<file path="src/rmfa_pkg.sv">
package rmfa_pkg;

	localparam int COEF_WIDTH_DEF    = 16;
	localparam int CORDIC_STAGES_DEF = 16;

	localparam logic [1:0] CMD_AXIS  = 2'd0;
	localparam logic [1:0] CMD_XYZ   = 2'd1;
	localparam logic [1:0] CMD_YXZ   = 2'd2;
	localparam logic [1:0] CMD_IDENT = 2'd3;

	localparam logic signed [33:0] Q30_PI      = 34'sd3373259426;
	localparam logic signed [33:0] Q30_HALF_PI = 34'sd1686629713;
	localparam logic signed [33:0] Q30_GAIN    = 34'sh026DD3B6A;

	typedef struct packed {
		logic [1:0]         command;
		logic signed [15:0] first_angle;
		logic signed [15:0] second_angle;
		logic signed [15:0] third_angle;
		logic signed [15:0] axis_x;
		logic signed [15:0] axis_y;
		logic signed [15:0] axis_z;
	} cmd_t;

	typedef struct packed {
		logic signed [15:0] m00;
		logic signed [15:0] m01;
		logic signed [15:0] m02;
		logic signed [15:0] m10;
		logic signed [15:0] m11;
		logic signed [15:0] m12;
		logic signed [15:0] m20;
		logic signed [15:0] m21;
		logic signed [15:0] m22;
	} result_t;

	// Arctangent table in Q30, truncated.
	function automatic logic signed [33:0] atan_entry(input int i);
		logic signed [33:0] r;
		case (i)
			0: r = 34'sh03243F6A8;
			1: r = 34'sh01DAC6705;
			2: r = 34'sh00FADBAFC;
			3: r = 34'sh007F56EA6;
			4: r = 34'sh003FEAB76;
			5: r = 34'sh001FFD55B;
			6: r = 34'sh000FFFAAA;
			7: r = 34'sh0007FFF55;
			8: r = 34'sh0003FFFEA;
			9: r = 34'sh0001FFFFD;
			default: r = (34'sd1 <<< (30 - i)) - 34'sd1;
		endcase
		return r;
	endfunction

endpackage

</file>
<file path="src/rmfa_cordic.sv">
// Pipelined sine/cosine: one range-reduction stage, one register per CORDIC
// iteration, and a final flip and rounding stage.
module rmfa_cordic #(
	parameter int COEF_WIDTH    = rmfa_pkg::COEF_WIDTH_DEF,
	parameter int CORDIC_STAGES = rmfa_pkg::CORDIC_STAGES_DEF
) (
	input  logic                         clk,
	input  logic                         en,
	input  logic signed [15:0]           angle,
	output logic signed [COEF_WIDTH-1:0] sin_o,
	output logic signed [COEF_WIDTH-1:0] cos_o
);
	localparam int F  = COEF_WIDTH - 2;
	localparam int SH = 30 - F;

	logic signed [33:0] z0;
	logic               flip0;
	logic signed [33:0] xs [0:CORDIC_STAGES];
	logic signed [33:0] ys [0:CORDIC_STAGES];
	logic signed [33:0] zs [0:CORDIC_STAGES];
	logic               fs [0:CORDIC_STAGES];
	logic signed [33:0] xf, yf;

	always_comb begin
		z0 = 34'(angle) <<< 17;
		flip0 = 1'b0;
		if (z0 > rmfa_pkg::Q30_HALF_PI) begin
			z0 = z0 - rmfa_pkg::Q30_PI;
			flip0 = 1'b1;
		end else if (z0 < -rmfa_pkg::Q30_HALF_PI) begin
			z0 = z0 + rmfa_pkg::Q30_PI;
			flip0 = 1'b1;
		end
	end

	always_ff @(posedge clk) begin
		if (en) begin
			xs[0] <= rmfa_pkg::Q30_GAIN;
			ys[0] <= '0;
			zs[0] <= z0;
			fs[0] <= flip0;
		end
	end

	for (genvar i = 0; i < CORDIC_STAGES; i++) begin : g_it
		always_ff @(posedge clk) begin
			if (en) begin
				fs[i+1] <= fs[i];
				if (zs[i] >= 0) begin
					xs[i+1] <= xs[i] - (ys[i] >>> i);
					ys[i+1] <= ys[i] + (xs[i] >>> i);
					zs[i+1] <= zs[i] - rmfa_pkg::atan_entry(i);
				end else begin
					xs[i+1] <= xs[i] + (ys[i] >>> i);
					ys[i+1] <= ys[i] - (xs[i] >>> i);
					zs[i+1] <= zs[i] + rmfa_pkg::atan_entry(i);
				end
			end
		end
	end

	always_comb begin
		xf = fs[CORDIC_STAGES] ? -xs[CORDIC_STAGES] : xs[CORDIC_STAGES];
		yf = fs[CORDIC_STAGES] ? -ys[CORDIC_STAGES] : ys[CORDIC_STAGES];
	end

	always_ff @(posedge clk) begin
		if (en) begin
			sin_o <= COEF_WIDTH'((yf + (34'sd1 <<< (SH - 1))) >>> SH);
			cos_o <= COEF_WIDTH'((xf + (34'sd1 <<< (SH - 1))) >>> SH);
		end
	end
endmodule

</file>
<file path="config.mk">
export PLATFORM = sky130hd
export DESIGN_NAME = rmfa_cordic
export DESIGN_NICKNAME = d
export VERILOG_FILES = /design/src/rmfa_pkg.sv /design/src/rmfa_cordic.sv
export SDC_FILE = /design/constraint.sdc
export NUM_CORES = 2
export LEC_CHECK = 0
export BUFFER_PORTS_ARGS = -buffer_cell sky130_fd_sc_hd__buf_2
export CAP_MARGIN = 10
export CORE_MARGIN = 2
export CORE_UTILIZATION = 45
export DETAILED_ROUTE_END_ITERATION = 6
export PLACE_DENSITY_LB_ADDON = 0.12
export SKIP_CTS_REPAIR_TIMING = 1
export SYNTH_ARGS = -nofsm -noshare
export SYNTH_HDL_FRONTEND = slang
export SYNTH_SLANG_ARGS = --single-unit
</file>
<file path="constraint.sdc">
create_clock -name clk -period 6.1 [get_ports clk]
set_input_delay 0.61 -clock clk [delete_from_list [all_inputs] [get_ports clk]]
set_output_delay 0.61 -clock clk [all_outputs]
set_load 0.01 [all_outputs]
</file>
-- Word level (Yosys, flattened, before mapping)
Memory sizes are Yosys's and may differ from the RTL's.
Cells that the tools add are included.
- register bits: 32
- latch bits: 0
- bits in writable memories: 1751
- bits in read-only memories: 0
- input port bits: 18
- output and inout bits: 32
- memories kept: 4
- add/subtract/negate cells: 101
- multipliers: 0
- div/mod/pow operators: 0
- magnitude comparators: 18
- eq/ne operators: 0
- shifts and indexed selects: 0
- multiplexer cells: 152
- bitwise logic cells: 48
- reductions and logical operators: 0
- memories (memory ; depth ; bits a word ; rd ports ; clocked after memory_dff ; wr ports ; RTL line ; text):
    xs ; 17 ; 34 ; 17 ; 0 ; 17 ; rmfa_cordic.sv:18 ; logic signed [33:0] xs [0:CORDIC_STAGES];
    ys ; 17 ; 34 ; 17 ; 0 ; 17 ; rmfa_cordic.sv:19 ; logic signed [33:0] ys [0:CORDIC_STAGES];
    zs ; 17 ; 34 ; 16 ; 0 ; 17 ; rmfa_cordic.sv:20 ; logic signed [33:0] zs [0:CORDIC_STAGES];
    fs ; 17 ; 1 ; 17 ; 0 ; 17 ; rmfa_cordic.sv:21 ; logic fs [0:CORDIC_STAGES];
- operators with widths (kind ; count):
    $mux 34 ; 50
    $ge 34x1->1 const B ; 16
    $mux 1 ; 100
    $add 34x19->34 ; 2
    $add 34x20->34 ; 2
    $add 34x21->34 ; 2
    $add 34x22->34 ; 2
    $add 34x23->34 ; 2
    $add 34x24->34 ; 2
    $add 34x25->34 ; 2
    $add 34x26->34 ; 2
    $add 34x27->34 ; 2
    $add 34x28->34 ; 2
    $add 34x29->34 ; 2
    $add 34x30->34 ; 2
    $add 34x31->34 ; 2
    $add 34x32->34 ; 2
    $add 34x33->34 ; 2
    $sub 34x19->34 ; 2
    $sub 34x20->34 ; 2
    $sub 34x21->34 ; 2
    $sub 34x22->34 ; 2
    $sub 34x23->34 ; 2
    $sub 34x24->34 ; 2
    51 further kinds ; 111

-- Logic depth before layout (Yosys ltp)
An unclocked memory read counts as a cell.
- word-level depth: 6
- depth in mapped cells: 21
- gate-level depth less buffers: 21

-- Least setup slack after synthesis
OpenSTA, ideal clock, no wires.
- path type: in2reg
- start: input port en
- end: memory ys[7][32], data pin
- library setup time: 0.135 ns
- arrival: 5.020 ns
- data required time: 5.965 ns
- path slack: 0.945 ns
- stages: 17
- buffers on the path: 2
- cells stage by stage: clkbuf_1 nand2_1 clkinv_1 clkbuf_1 nor2_1 xnor2_1 ha_1 nor2b_1 o21a_1 o21ai_0 a221oi_1 a221oi_1 o211ai_1 a2111oi_0 nor3_1 or4_1 nand3_1
- RTL lines (what ; RTL line ; text):
    from (decl) ; rmfa_cordic.sv:8 ; input logic en,
    to (decl) ; rmfa_cordic.sv:19 ;

==> reports/metrics.sh <==
RUN_STATUS='finished with violations'
VIOLATIONS='DRC'
MULTI_INPUT_AREA_MM2=0.08112
FIN_SKEW_NS=0.05441
ROUTABILITYCONGESTION=0.9364
GR-TOTAL-OVERFLOW=0
SYNTHARSTFLOPSHARE=0
GLOBAL_ROUTE.USAGE.TOTAL=0.2350
ROUTE.VIAS.TOTAL=103800
DRT_ITER0_DRC=7505
GRTUSAGEMET2=0.4003
FIN_HOLD_WS_NS=0.07117
GRT_PASS1_WL_UM=557400
SYNTH_EDF_COUNT=1519
ROW_COUNT=197
ROOT_BUFFER='clkbuf_16'
FINAL.PERIOD_UTILIZATION=0.9257
LEADING_REGISTER_CELL_TYPE_OUT_OF_SYNTHESIS='edfxtp_1'
INITIAL_CORE_UTIL=0.4516
FINALWIRELENGTH_UM=353800
YOSYSWARNINGCOUNT=0
HOLD-PATH-ENDPOINT='zs[0][18]'
SETUP_CRIT_END_KIND='flip-flop'
FINISH.NET_COUNT=15340
CLK_TRANSITION_REPORTED_PATHS_NS=0.06
REMAINING_DRC_ERRORS=1
DIEHEIGHT_UM=541.1
CP-START-KIND='flip-flop'
FLOORPLAN.DIE_AREA_MM2=0.2928
REG2REG_SLACK_NS=0.45
ENDPOINT_OF_THE_MOST_CRITICAL_REGISTER_TO_REGISTER_PATH='ys[8][33]'
DIE_X_UM=541.1
WORSTHOLDSTART='angle[1]'
FINAL_CORE_UTILIZATION=0.4915
CTS_HTREE_LEVELS=4
CRIT_ARRIVAL_NS=6.26
WORST_SLEW_MARGIN_REL=0.1804
RSZ0062_AT_GRT='false'
SYNTH_AREA_MM2=0.1298
TRITONCTS.NUM_BUFFERS=190
CTS_BUFFER_DEPTH=4
DP_HPWL_UM=279900
FINAL-HOLD-VIOLATION-COUNT=0
SYNTH_SEQ_AREA_SHARE=0.3514
TRITONCTS='built'
TIMING.CRITICAL_PATH.FANOUT_MAX=6
MIN_PATH_CELLS=3
CORE_AREA_MM2=0.2874
RR_WORST_DEPTH=19
MIN_DELAY_PATH_CLASS='in -> reg'
SYNTH.AVG_CELL_AREA_UM2=9.463
WIRE_PER_INST_UM=19.88
FINAL.SETUP.TNS_NS=0
SYNTH.NET_COUNT=15200
REG2REG_FROM='xs[7][15]'
MAX_FREQ_MHz=177.1
NUM_IO_PINS=50
AREA_GROWTH_PCT=8.821
CTS.SINKS=1519
GLOBALROUTEMET3UTIL=0.02269
MAXCAPVIOLCOUNT=0
GRT_PASS1_VIAS=100500
IO_BUFFERS=49
GLOBALROUTE.BUSIESTLAYER='met2'
SYNTH-SEQ-CELLS=1519
DRT-PASS1-ITER-COUNT=7
TIMING_MAX_TRANSITION_VIOLATIONS_FINAL=0
GLOBALROUTEMET1UTIL=0.3130
GRT_ANTENNA_BEFORE_REPAIR=6
WORST-ENDPOINT-REQUIRED_NS=6.71
GRT_START_MAX_NET_PINS=150
WORSTSKEWPAIRLATENCY_NS=0.89
SHARE_OF_LAYOUT_CELLS_ABOVE_DRIVE_STRENGTH_1=0.04754
FF_LATCH_AREA_MM2=0.04561
WORST-SLEW-PIN-TRANSITION_NS=1.222
YS_TYPES=98
REPORT.FINAL.SETUP_VIOL=0
NUM-FILL-CELLS=26740
NETLIST_INSTANCES=13720
SETUP.WORST_PATH.CLASS='reg -> reg'
DRT.ANTENNA.VIOLATING_NETS=0
TIMING.FINAL.CRIT_PERIOD_NS=5.647
VIASPERCELL=5.833
==> layer usage <==
metal | routed length [um] | vias up | share of wire
met5 | 13 | - | 0.000037
met4 | 11160 | 2 | 0.032
met3 | 14250 | 536 | 0.040
met2 | 166500 | 2227 | 0.47
met1 | 161800 | 49380 | 0.46
li1 | - | 51650 | -
==> worst max-delay path: stages (launching register included) <==
cell and delay [ns]:
edfxtp_1 0.47, or3_1 0.41, or2_2 0.31, nor4_1 0.26
nand2b_1 0.13, or2_2 0.31, nor3_1 0.36, a21oi_1 0.15
xnor2_1 0.21, ha_1 0.33, a21o_1 0.19, a21oi_1 0.17
o211ai_1 0.13, or2_2 0.29, o31ai_1 0.48, o22ai_1 0.19
o41ai_2 0.42, o2111ai_1 0.21, a21oi_1 0.24, xnor2_1 0.10
==> sequential cells by signal, summed over array words and instances, names as in the netlist <==
signal,cells
xs,482
fs,16
zs,480
cos_o,16
ys,509
sin_o,16
==> how the worst max path moves through the flow <==
stage | endpoint | cells after the start | slack, ns | startpoint
6_report | ys[8][33] | 19 | 0.45 | xs[7][15]
5_1_grt | ys[7][33] | 20 | 0.11 | xs[6][16]
4_1_cts | ys[7][33] | 20 | 0.26 | xs[6][15]
3_5_place_dp | ys[7][33] | 18 | 0.32 | en
3_3_place_gp | ys[7][33] | 18 | 0.23 | en
2_1_floorplan | ys[7][32] | 17 | 0.94 | en
==> area by class of cell <==
cell class / count / area share
antenna: 3 / 0.00005315
clock buffer: 218 / 0.03470
clock inverter: 130 / 0.009885
inverter: 591 / 0.01570
multi-input combinational: 11380 / 0.5743
sequential: 1519 / 0.3229
tap: 3781 / 0.03349
timing repair buffer: 176 / 0.008946
==> cells in the mapped netlist, types with 87 or more instances <==
library cell     n  area, um^2
o21a_1         217        1629
nand2_1        833        3127
or3_1          132       825.8
a21o_1         556        4174
nand2b_1       215        1345
a31oi_1        147       919.6
nor3_1         368        1842
inv_1          579        2173
edfxtp_1      1519       45610
clkbuf_1       192       720.7
nor2b_1        195        1220
o211ai_1        87       653.1
ha_1          1425       17830
o21bai_1       175        1314
nor2_1        1056        3964
o21ai_0        810        4054
nor4_1          90       563.0
xnor2_1       1236       10830
xor2_1         610        5343
nand4_1        112       700.7
a21oi_1       1325        6631
and3_1         126       788.3
nand3_1        273        1366
a211oi_1       137        1028
o31ai_1        147        1104
==> layout by cell type, fill, tap and decap left out, types with 69 or more instances in the layout <==
| master | synthesis | final |
|---|---|---|
| edfxtp_1 | 1519 | 1519 |
| ha_1 | 1425 | 1425 |
| a21oi_1 | 1325 | 1325 |
| xnor2_1 | 1236 | 1236 |
| nor2_1 | 1056 | 1056 |
| nand2_1 | 833 | 828 |
| o21ai_0 | 810 | 810 |
| xor2_1 | 610 | 610 |
| inv_1 | 579 | 574 |
| a21o_1 | 556 | 556 |
| nor3_1 | 368 | 368 |
| nand3_1 | 273 | 273 |
| o21a_1 | 217 | 217 |
| nand2b_1 | 215 | 215 |
| nor2b_1 | 195 | 195 |
| clkbuf_16 | 0 | 192 |
| o21bai_1 | 175 | 175 |
| o31ai_1 | 147 | 147 |
| a31oi_1 | 147 | 147 |
| a211oi_1 | 137 | 137 |
| or3_1 | 132 | 132 |
| and3_1 | 126 | 126 |
| buf_4 | 0 | 123 |
| nand4_1 | 112 | 112 |
| nor4_1 | 90 | 90 |
| o211ai_1 | 87 | 87 |
| or2_2 | 76 | 76 |
| mux2i_1 | 70 | 70 |
| and2_1 | 69 | 69 |
| a21boi_0 | 69 | 69 |
==> per-stage QoR <==
step                worst slack (ns)  area (um^2)  std cells
floorplan                     0.9447       129800      13720
global placement              0.2286       134900      17440
detailed placement            0.3161       134900      17440
CTS                           0.2600       141200      17790
global route                  0.1096       141300      17790
finish                        0.4533       141300      17790
==> kinds of logic (layout without fill, tap and decap cells) <==
group	count (synthesis)	count (layout)	share of synthesized area
AOI/OAI and AO/OA	4225	4225	0.2077
xor gates and xnor gates	1848	1848	0.1249
adders and majority gates	1468	1468	0.1439
buffers and inverters	823	1115	0.02384
DFF	1519	1519	0.3514
muxes	111	111	0.008955
other	0	3	0
and+or+nand+nor	3723	3723	0.1394
Power is left out: the tool's default activity adds up to more than one toggle a clock period on the data nets, which glitch-free logic cannot reach.
